===== src/rtl/sync_header_sum_checked_frame_parser_assert.svh =====
// Assertion macros shared by the parser RTL.
`ifndef SYNC_HEADER_SUM_CHECKED_FRAME_PARSER_ASSERT_SVH
`define SYNC_HEADER_SUM_CHECKED_FRAME_PARSER_ASSERT_SVH

// Property must hold at every clock edge outside reset.
`define SHSCFP_ASSERT(name, clk, rst_n, prop) \
    name: assert property (@(posedge clk) disable iff (!rst_n) prop) \
        else $error("%m: assertion failed");

// Condition must never be true outside reset.
`define SHSCFP_NEVER(name, clk, rst_n, cond) \
    name: assert property (@(posedge clk) disable iff (!rst_n) !(cond)) \
        else $error("%m: forbidden condition seen");

`endif


===== src/rtl/shscfp_pkg.sv =====
package shscfp_pkg;

    localparam logic [7:0] HDR_FIRST  = 8'hAA;
    localparam logic [7:0] HDR_SECOND = 8'h55;

    typedef enum logic [2:0] {
        POS_HDR0 = 3'd0,
        POS_HDR1 = 3'd1,
        POS_SPDX = 3'd2,
        POS_SPDY = 3'd3,
        POS_RSVD = 3'd4,
        POS_DSTL = 3'd5,
        POS_DSTH = 3'd6,
        POS_CSUM = 3'd7
    } pos_t;

    // speed_x in the low bits, as on the output bus
    typedef struct packed {
        logic        [15:0] distance;
        logic signed [7:0]  speed_y;
        logic signed [7:0]  speed_x;
    } result_t;

endpackage


===== src/rtl/sync_header_sum_checked_frame_parser.sv =====
// Channel | Dir | Handshake         | Payload
// s_*     | in  | s_tvalid/s_tready | s_tdata[7:0] rx_byte
// m_*     | out | m_tvalid/m_tready | m_tdata speed_x, speed_y, distance
//
// One item per cycle while s_tready is high; a checksum match registers a result for m_*.
// rst_n clears the frame position, checksum, field registers and output valid flags.
// An output register plus one skid entry: s_tready drops only while the skid entry is full.
// Bytes with no result never wait on m_tready beyond that.
module sync_header_sum_checked_frame_parser (
    input  logic        clk,
    input  logic        rst_n,
    input  logic        s_tvalid,
    output logic        s_tready,
    input  logic [7:0]  s_tdata,   // [7:0] rx_byte
    output logic        m_tvalid,
    input  logic        m_tready,
    output logic [31:0] m_tdata    // [7:0] speed_x, [15:8] speed_y, [31:16] distance
);

    `include "sync_header_sum_checked_frame_parser_assert.svh"

    logic                s_acc;
    logic                res_valid;
    shscfp_pkg::result_t res;

    logic                out_valid_reg;
    logic                out_valid_next;
    shscfp_pkg::result_t out_data_reg;
    shscfp_pkg::result_t out_data_next;
    logic                skid_valid_reg;
    logic                skid_valid_next;
    shscfp_pkg::result_t skid_data_reg;
    shscfp_pkg::result_t skid_data_next;

    assign s_tready = !skid_valid_reg;
    assign s_acc    = s_tvalid && s_tready;

    shscfp_core u_core (
        .clk       (clk),
        .rst_n     (rst_n),
        .accept    (s_acc),
        .rx_byte   (s_tdata),
        .res_valid (res_valid),
        .res       (res)
    );

    always_comb
    begin
        out_valid_next  = out_valid_reg;
        out_data_next   = out_data_reg;
        skid_valid_next = skid_valid_reg;
        skid_data_next  = skid_data_reg;
        if (out_valid_reg && m_tready)
        begin
            out_valid_next = skid_valid_reg;
            out_data_next  = skid_data_reg;
            skid_valid_next = 1'b0;
        end
        // skid is empty whenever an item is accepted
        if (res_valid)
        begin
            if (!out_valid_reg || m_tready)
            begin
                out_valid_next = 1'b1;
                out_data_next  = res;
            end
            else
            begin
                skid_valid_next = 1'b1;
                skid_data_next  = res;
            end
        end
    end

    always_ff @(posedge clk or negedge rst_n)
    begin
        if (!rst_n)
        begin
            out_valid_reg  <= 1'b0;
            skid_valid_reg <= 1'b0;
        end
        else
        begin
            out_valid_reg  <= out_valid_next;
            skid_valid_reg <= skid_valid_next;
        end
    end

    always_ff @(posedge clk)
    begin
        out_data_reg  <= out_data_next;
        skid_data_reg <= skid_data_next;
    end

    assign m_tvalid = out_valid_reg;
    assign m_tdata  = out_data_reg;

    `SHSCFP_NEVER(a_skid_without_out, clk, rst_n, skid_valid_reg && !out_valid_reg)
    `SHSCFP_ASSERT(a_stall_to_skid, clk, rst_n, (res_valid && out_valid_reg && !m_tready) |=> skid_valid_reg)
    `SHSCFP_ASSERT(a_res_shows, clk, rst_n, res_valid |=> out_valid_reg)

endmodule


===== src/rtl/shscfp_core.sv =====
module shscfp_core (
    input  logic                clk,
    input  logic                rst_n,
    input  logic                accept,
    input  logic [7:0]          rx_byte,
    output logic                res_valid,
    output shscfp_pkg::result_t res
);

    `include "sync_header_sum_checked_frame_parser_assert.svh"

    shscfp_pkg::pos_t pos_reg;
    shscfp_pkg::pos_t pos_next;
    logic [7:0]       sum_reg;
    logic [7:0]       sum_next;
    logic [7:0]       spdx_reg;
    logic [7:0]       spdx_next;
    logic [7:0]       spdy_reg;
    logic [7:0]       spdy_next;
    logic [7:0]       dstl_reg;
    logic [7:0]       dstl_next;
    logic [7:0]       dsth_reg;
    logic [7:0]       dsth_next;
    logic             csum_acc;
    logic             hdr1_bad;

    always_comb
    begin
        pos_next = pos_reg;
        if (accept)
        begin
            case (pos_reg)
                shscfp_pkg::POS_HDR0:
                begin
                    pos_next = (rx_byte == shscfp_pkg::HDR_FIRST) ?
                               shscfp_pkg::POS_HDR1 : shscfp_pkg::POS_HDR0;
                end
                shscfp_pkg::POS_HDR1:
                begin
                    pos_next = (rx_byte == shscfp_pkg::HDR_SECOND) ?
                               shscfp_pkg::POS_SPDX : shscfp_pkg::POS_HDR0;
                end
                shscfp_pkg::POS_SPDX: pos_next = shscfp_pkg::POS_SPDY;
                shscfp_pkg::POS_SPDY: pos_next = shscfp_pkg::POS_RSVD;
                shscfp_pkg::POS_RSVD: pos_next = shscfp_pkg::POS_DSTL;
                shscfp_pkg::POS_DSTL: pos_next = shscfp_pkg::POS_DSTH;
                shscfp_pkg::POS_DSTH: pos_next = shscfp_pkg::POS_CSUM;
                default:              pos_next = shscfp_pkg::POS_HDR0;
            endcase
        end
    end

    always_comb
    begin
        sum_next  = sum_reg;
        spdx_next = spdx_reg;
        spdy_next = spdy_reg;
        dstl_next = dstl_reg;
        dsth_next = dsth_reg;
        res_valid = 1'b0;
        res.speed_x  = spdx_reg;
        res.speed_y  = spdy_reg;
        res.distance = {dsth_reg, dstl_reg};
        if (accept)
        begin
            case (pos_reg)
                shscfp_pkg::POS_HDR0:
                begin
                    if (rx_byte == shscfp_pkg::HDR_FIRST)
                    begin
                        sum_next = rx_byte;
                    end
                end
                shscfp_pkg::POS_HDR1:
                begin
                    if (rx_byte == shscfp_pkg::HDR_SECOND)
                    begin
                        sum_next = sum_reg + rx_byte;
                    end
                end
                shscfp_pkg::POS_CSUM:
                begin
                    res_valid = (sum_reg == rx_byte);
                end
                default:
                begin
                    sum_next = sum_reg + rx_byte;
                    case (pos_reg)
                        shscfp_pkg::POS_SPDX: spdx_next = rx_byte;
                        shscfp_pkg::POS_SPDY: spdy_next = rx_byte;
                        shscfp_pkg::POS_DSTL: dstl_next = rx_byte;
                        shscfp_pkg::POS_DSTH: dsth_next = rx_byte;
                        default:              spdx_next = spdx_reg;
                    endcase
                end
            endcase
        end
    end

    always_ff @(posedge clk or negedge rst_n)
    begin
        if (!rst_n)
        begin
            pos_reg  <= shscfp_pkg::POS_HDR0;
            sum_reg  <= 8'd0;
            spdx_reg <= 8'd0;
            spdy_reg <= 8'd0;
            dstl_reg <= 8'd0;
            dsth_reg <= 8'd0;
        end
        else
        begin
            pos_reg  <= pos_next;
            sum_reg  <= sum_next;
            spdx_reg <= spdx_next;
            spdy_reg <= spdy_next;
            dstl_reg <= dstl_next;
            dsth_reg <= dsth_next;
        end
    end

    assign csum_acc = accept && (pos_reg == shscfp_pkg::POS_CSUM);
    assign hdr1_bad = accept && (pos_reg == shscfp_pkg::POS_HDR1) &&
                      (rx_byte != shscfp_pkg::HDR_SECOND);

    `SHSCFP_NEVER(a_res_only_at_csum, clk, rst_n, res_valid && !csum_acc)
    `SHSCFP_ASSERT(a_csum_returns, clk, rst_n, csum_acc |=> (pos_reg == shscfp_pkg::POS_HDR0))
    `SHSCFP_ASSERT(a_bad_hdr1, clk, rst_n, hdr1_bad |=> (pos_reg == shscfp_pkg::POS_HDR0))

endmodule


===== config.mk =====
export PLATFORM = sky130hd
export DESIGN_NAME = sync_header_sum_checked_frame_parser
export DESIGN_NICKNAME = d
export VERILOG_FILES = /design/src/rtl/shscfp_pkg.sv /design/src/rtl/sync_header_sum_checked_frame_parser.sv /design/src/rtl/shscfp_core.sv
export VERILOG_INCLUDE_DIRS = /design/src /design/src/rtl
export SDC_FILE = /design/constraint.sdc
export NUM_CORES = 1
export LEC_CHECK = 0
export BUFFER_PORTS_ARGS = -buffer_cell sky130_fd_sc_hd__buf_2
export CAP_MARGIN = 20
export CORE_MARGIN = 3
export CORE_UTILIZATION = 30
export DETAILED_ROUTE_END_ITERATION = 8
export HOLD_SLACK_MARGIN = 0.03
export SYNTH_ARGS = -nofsm -noshare
export SYNTH_HDL_FRONTEND = slang
export SYNTH_SLANG_ARGS = --single-unit

===== constraint.sdc =====
create_clock -name clk -period 5.9 [get_ports clk]
set_input_delay 1.18 -clock clk [delete_from_list [all_inputs] [get_ports clk]]
set_output_delay 1.18 -clock clk [all_outputs]
set_load 0.02 [all_outputs]

==> results.md, run 1 <==
## Setup path
- **r2r worst-path depth** 5
- **kind of critical path** in2reg
- **maximum cell stage delay along the critical path** 0.74 ns
- **series of cell instances along the critical path** buf_2 -> ha_1 -> or4b_4 -> or4_1 -> nor2_2 -> buf_4
- **data arrival time of the critical path** 3.95 ns
- **slack of the worst reg-to-reg path** 2.63 ns
- **reg-to-reg critical path endpoint** skid_data_reg[22]
- **Slowest cell on crit path** nor2_2
- **CP Launch Type** input pin
- **nature of the critical path endpoint** flop
- **Worst Path Max Fanout** 17
- **R2R Path Start** u_core.sum_reg[3]
- **endpoint required time on the critical path** 5.93 ns

## Hold path
- **Hold Crit Start** u_core.spdx_reg[5]
- **hold crit path type** reg2reg
- **Hold Path Sink** skid_data_reg[5]
- **number of instances on the worst hold path** 0

## Power
- **total power density per cell area** 261.9 nW/µm²
- **maximum vdd ir drop** 134.2 µV
- **P_leak** 2.632 nW

## Global route
- **global route total overflow** 0
- **vias in the first global route** 2,860
- **number of antenna violations at the first check in global routing** 0
- **largest net degree at the start of global routing** 65
- **global-route wire length before repair** 15,580 µm
- **Total GRT Usage** 0.1193

## Clocking
- **CTS Hold Buffers Added** 0
- **clock-pin slew on the worst setup and hold paths** 0.07 ns
- **clock buffer count from CTS** 9
- **CTS H-Tree Depth** 3
- **TritonCTS clock tree** done
- **number of buffers added for setup after CTS** 0
- **Sink Count** 109
- **maximum clock path buffer count** 2
- **Root Buffer Master** clkbuf_16
- **clock latency on the worst-skew pair** 0.34 ns
- **PostCTS Resize Cnt** 0

## Synthesis
- **Most used DFF post-synth** dfrtp_1
- **count of flip-flops with a built-in enable after synthesis** 32
- **post-synthesis register bit count** 109
- **Synth Area in Simple Gates** 0.09730
- **fraction of the mapped netlist area in adder cells** 0.02370
- **Avg Synthesized Cell Area** 12.64 µm²
- **summed instance area of the synthesized netlist** 4539 µm²
- **mux cell area share after synthesis** 0.1475
- **post-synthesis share of cell area spent on xor and xnor gates** 0.01158
- **count of warnings emitted by yosys** 0
- **async set or reset register ratio after synthesis** 0.4128
- **Mapped Cells** 359
- **largest area contributor in the netlist** dfrtp_1
- **nets in the synthesized netlist** 379
- **share of the synthesized area in compound gates (AO/OA/AOI/OAI)** 0.08820
- **combinational family with the most area after synthesis** multiplexers
- **count of distinct cell types in the synthesized netlist** 48
- **cell types occupying the most area after synthesis** dfrtp_1, edfxtp_1, dfxtp_1, mux2_2, mux2i_1
- **post-synthesis sequential area ratio** 0.6009
- **area share of the largest cell type after synthesis** 0.2481

## Finish
- **share of cells above drive strength 1** 0.2641
- **final std cell area, no fill** 5225 µm²
- **number of cells in the finished layout apart from fillers** 593
- **number of inserted diodes** 0
- **number of nets in the layout** 424
- **area grow syn2layout** 15.10%

## Timing
- **final clock period utilization by the worst path** 0.6641
- **final number of hold-violating endpoints** 0
- **Min Hold Slack** 0.4723 ns
- **crit path time final** 3.918 ns
- **Pins Over Slew Limit** 0
- **total of endpoints with negative setup slack in the final report** 0
- **Least-Margin Pin Slew** 0.9594 ns
- **worst setup skew after layout** 0.007186 ns
- **setup TNS after final layout** 0 ns
- **peak clock frequency supported by timing** 255.2 MHz
- **unrepaired setup endpoints after global routing** no
- **relative slew slack** 0.3597

## Die
- **count of standard-cell rows** 44
- **Ports** 46
- **area of the core region** 14,640 µm²
- **die extent in x** 129.0 µm
- **Die Y-Extent** 129.0 µm
- **DIE AREA** 16,640 µm²
- **initial core utilization** 0.3100

## Placed design
- **routability congestion estimate from global placement** 0.7742
- **port bufs** 45
- **post-place instance area** 4908 µm²
- **detailed placement HPWL** 6438 µm
- **Post-Place Cells** 575

## Status
- **outcome** completed

## Flow run
- **# Max-Cap Violations** 0

## Route
- **average vias per placed instance** 4.799
- **routed via count** 2,846
- **met1 wire length** 4495 µm
- **highest metal layer used by the detailed router** met4
- **routed wl met3** 399 µm
- **routed length per placed instance** 16.04 µm
- **DRT iter0 DRCs** 174
- **final routed DRC violation total** 0
- **final antenna-violating net count** 0
- **number of search-and-repair iterations in the first detailed-routing pass** 4
- **WL final** 9513 µm
- **met2 wire length** 4555 µm

==> power by group <==
| group | internal [mW] | total, mW | leakage [nW] | switching [mW] |
|---|---|---|---|---|
| clock network | 0.290 | 0.562 | 0.128 | 0.272 |
| registers | 0.770 | 0.771 | 1.24 | 0.000398 |
| logic | 0.0119 | 0.0363 | 1.26 | 0.0244 |
==> synthesized netlist by cell type (2+ instances only) <==
library cell	instances
a21oi_1	38
a31oi_1	3
ha_1	7
xor2_1	2
clkbuf_1	5
edfxtp_1	32
dfrtp_1	45
mux2_2	31
buf_2	4
nor2b_1	2
nor4bb_1	3
a21oi_2	3
nand2_1	15
or4_1	2
inv_1	7
o21ai_0	4
dfxtp_1	32
and4bb_2	2
mux2i_1	32
a211oi_1	2
buf_6	6
o31a_1	2
nor2_1	42
xnor2_1	4
o21a_1	3
a21o_1	4
nand4_1	2
nor3_1	5
==> worst max-delay path, delay by kind of cell <==
kind | cells | cell delay [ns]
buffers and inverters | 2 | 0.56
and+or+nand+nor | 3 | 1.81
adders and majority gates | 1 | 0.38
==> cell type report <==
type	instances	area, µm²
Timing Repair Buffer	50	287.8
Tap cell	184	230.2
Sequential cell	109	2728
Clock inverter	6	47.55
Inverter	7	26.28
Multi-Input combinational cell	227	1677
Clock buffer	10	229.0
Fill cell	1480	9419
==> layer usage <==
| metal | track usage | vias to the layer above |
|---|---|---|
| met5 | 0 | - |
| met4 | 0.02532 | 0 |
| met3 | 0.03792 | 6 |
| met2 | 0.1921 | 49 |
| met1 | 0.1590 | 1398 |
| li1 | - | 1393 |
==> how the worst max path moves through the flow <==
stage / start / end / slack [ns] / cells past startpoint
after global routing: s_tdata[5] / skid_data_reg[18] / 1.85 / 6
after global placement: s_tdata[5] / skid_data_reg[23] / 1.63 / 6
after detailed placement: s_tdata[5] / skid_data_reg[24] / 1.58 / 6
after CTS: s_tdata[5] / skid_data_reg[18] / 1.94 / 6
after floorplan: s_tdata[5] / skid_data_reg[0] / 1.56 / 4
final: s_tdata[5] / skid_data_reg[22] / 1.98 / 6
==> placed cells by master, fill, tap and decap left out, types with 2 or more instances in the layout <==
master,netlist,layout
buf_2,4,45
dfrtp_1,45,45
nor2_1,42,41
a21oi_1,38,38
mux2i_1,32,32
dfxtp_1,32,32
edfxtp_1,32,32
mux2_2,31,31
nand2_1,15,14
clkbuf_16,0,9
inv_1,7,7
ha_1,7,7
nor3_1,5,5
a21o_1,4,4
xnor2_1,4,4
o21ai_0,4,4
a21oi_2,3,3
o21a_1,3,3
nor4bb_1,3,3
a31oi_1,3,3
buf_4,1,3
xor2_1,2,2
or4_1,2,2
nor2_2,1,2
and4bb_2,2,2
nor2b_1,2,2
o31a_1,2,2
nand4_1,2,2
a211oi_1,2,2
clkinv_4,0,2
clkinvlp_4,0,2
buf_12,0,2
==> per-stage QoR <==
stage,setup WS [ns],utilization,total power [mW]
floorplan,1.560,-,0.8020
global placement,1.631,0.3347,0.8206
detailed placement,1.578,0.3352,0.8218
CTS,1.939,0.3541,1.387
global route,1.849,0.3568,1.423
finish,1.982,0.3568,1.368
==> kinds of logic after synthesis <==
| logic type | after synthesis |
|---|---|
| compound gates | 66 |
| mux | 63 |
| flops | 109 |
| buf+inv | 23 |
| simple gates | 84 |
| xor+xnor | 6 |
| fa+ha+maj | 8 |
(Power assumes the default switching activity.)
==> inputs of run 2 (changes only) <==
==> constraint.sdc (replaced) <==
create_clock -name clk -period 3.4 [get_ports clk]
set_input_delay 0.68 -clock clk [delete_from_list [all_inputs] [get_ports clk]]
set_output_delay 0.68 -clock clk [all_outputs]
set_load 0.02 [all_outputs]
==> results.md, run 2 (synthesis results as in run 1) <==
## Setup path
- **r2r worst-path depth** 5, unchanged
- **CP Launch Type** input pin
- **R2R Path Start** u_core.sum_reg[5]
- **Buf/Inv on CP** 2, unchanged
- **Worst Path Max Fanout** 32, +15
- **kind of critical path** in2reg
- **reg-to-reg critical path endpoint** skid_data_reg[21]
- **maximum cell stage delay along the critical path** 0.58 ns, -0.16 ns
- **data arrival time of the critical path** 2.69 ns, -1.26 ns
- **total number of cells along the worst setup path** 6, unchanged
- **nature of the critical path endpoint** flop
- **Slowest cell on crit path** or4b_4
- **cell type group with the largest total delay on the critical path** simple AND/OR/NAND/NOR gates
- **endpoint required time on the critical path** 3.44 ns, -2.49 ns
- **slack of the worst reg-to-reg path** 0.90 ns, -1.73 ns
- **series of cell instances along the critical path** buf_2 -> ha_1 -> or4b_4 -> or4_1 -> nor2_2 -> buf_12

## Timing
- **peak clock frequency supported by timing** 377.4 MHz
- **crit path time final** 2.650 ns
- **relative slew slack** 0.3062, -0.05352
- **Least-Margin Pin Slew** 1.037 ns, +0.07765 ns
- **Pins Over Slew Limit** 0, unchanged
- **total of endpoints with negative setup slack in the final report** 0, unchanged
- **Min Hold Slack** 0.2859 ns, -0.1865 ns
- **setup TNS after final layout** 0 ns, unchanged
- **worst setup skew after layout** 0.009536 ns, +0.002349 ns
- **final number of hold-violating endpoints** 0, unchanged
- **unrepaired setup endpoints after global routing** no
- **final clock period utilization by the worst path** 0.7794

## Die
- **DIE AREA** 16,640 µm², unchanged
- **Die Y-Extent** 129.0 µm, unchanged
- **count of standard-cell rows** 44, unchanged
- **area of the core region** 14,640 µm², unchanged
- **initial core utilization** 0.3100, unchanged
- **Ports** 46, unchanged
- **die extent in x** 129.0 µm, unchanged

## Clocking
- **CTS H-Tree Depth** 3, unchanged
- **number of buffers added for setup after CTS** 0, unchanged
- **clock-pin slew on the worst setup and hold paths** 0.07 ns, about the same
- **PostCTS Resize Cnt** 0, unchanged
- **clock buffer count from CTS** 9, unchanged
- **Root Buffer Master** clkbuf_16
- **maximum clock path buffer count** 2, unchanged
- **clock latency on the worst-skew pair** 0.34 ns, about the same
- **Sink Count** 109, unchanged
- **CTS Hold Buffers Added** 0, unchanged
- **TritonCTS clock tree** done

## Power
- **fraction of power consumed by sequential logic** 0.568, +0.005
- **fraction of power spent switching nets** 0.2105, -0.006217
- **Cell Int Power** 1.860 mW, +74%
- **P_leak** 2.648 nW, +0.62%
- **net switching power** 0.4961 mW, +67%
- **maximum vdd ir drop** 228.5 µV, +70%
- **total power density per cell area** 449.7 nW/µm², +72%
- **clock network fraction of total power** 0.403, -0.007
- **Total Power** 2.356 mW, +72%
- **Gate power share** 0.029, +0.002

## Route
- **average vias per placed instance** 4.758, -0.85%
- **final antenna-violating net count** 0, unchanged
- **routed length per placed instance** 15.82 µm, -1.4%
- **routed via count** 2,836, -0.35%
- **final routed DRC violation total** 0, unchanged
- **number of search-and-repair iterations in the first detailed-routing pass** 4, unchanged
- **DRT iter0 DRCs** 215, +24%
- **WL final** 9426 µm, -0.91%

## Finish
- **share of cells above drive strength 1** 0.2694, +0.005359
- **area grow syn2layout** 15.44%
- **Fillers** 1,459, -1.4%
- **most frequent cells in the layout** buf_2, dfrtp_1, nor2_1, a21oi_1
- **number of nets in the layout** 427, +0.71%
- **number of cells in the finished layout apart from fillers** 596, +0.51%
- **number of inserted diodes** 0, unchanged

## Flow run
- **# Max-Cap Violations** 0, unchanged

## Global route
- **met2 track demand over resource** 0.1799, -0.01220
- **Total GRT Usage** 0.1176, -0.001736
- **largest net degree at the start of global routing** 65, unchanged
- **global-route wire length before repair** 15,260 µm, -2.0%
- **busiest layer in global routing** met2
- **GR Layer Usage met1** 0.1596, +0.0006372
- **GR Layer Usage met3** 0.03833, +0.0004122
- **global route total overflow** 0, unchanged
- **vias in the first global route** 2,785, -2.6%
- **number of antenna violations at the first check in global routing** 0, unchanged

## Placed design
- **Post-Place Cells** 579, +0.70%
- **port bufs** 45, unchanged
- **routability congestion estimate from global placement** 0.8974, +16%
- **detailed placement HPWL** 6496 µm, +0.91%

## Status
- **outcome** completed

## Hold path
- **hold crit path type** in2async

## run 2: layout make-up
type	count	area, µm²	share of cell area
timing repair buffer	53	310.3	0.05922
tap	184	230.2	0.04394
clock inverter	5	36.28	0.006925
sequential	109	2728	0.5205
clock buffer	11	232.7	0.04441
multi-input combinational	227	1677	0.3200
inverter	7	26.28	0.005014
## run 2: stage by stage
stage	worst slack, ns	util	instance area, µm²
global route	0.6897	0.3578	5240
CTS	0.7676	0.3565	5220
detailed placement	0.4102	0.3381	4951
floorplan	0.07125	-	4542
finish	0.7501	0.3578	5240
global placement	0.4278	0.3381	4951
## run 2: how the worst max path moves through the flow
stage / end / start / slack [ns]
2_1_floorplan: skid_data_reg[0] / s_tdata[5] / 0.07
3_5_place_dp: skid_data_reg[10] / s_tdata[5] / 0.41
4_1_cts: skid_data_reg[4] / s_tdata[5] / 0.77
3_3_place_gp: skid_data_reg[15] / s_tdata[5] / 0.43
5_1_grt: m_tdata[23] / s_tdata[5] / 0.69
6_report: skid_data_reg[21] / s_tdata[5] / 0.75
## run 2: power by group through the flow
| stage | logic [mW] | registers [mW] | clock network (mW) |
|---|---|---|---|
| 2_1_floorplan | 0.0261 | 1.37 | 0 |
| 6_report | 0.0679 | 1.34 | 0.951 |
| 5_1_grt | 0.0749 | 1.34 | 1.03 |
| 3_5_place_dp | 0.0656 | 1.37 | 0 |
| 3_3_place_gp | 0.0640 | 1.37 | 0 |
| 4_1_cts | 0.0657 | 1.34 | 0.976 |
## run 2: worst register-to-register path, cell delays in order (launching register included)
cell and delay (ns):
dfrtp_1 0.38, ha_1 0.36, or4b_4 0.58, or4_1 0.50, nor2_2 0.14, buf_12 0.21
## run 2: routing by layer
layer	up-vias	wire length (µm)
met1	1360	4432
li1	1388	-
met2	75	4321
met3	13	565
met5	-	0
met4	0	106
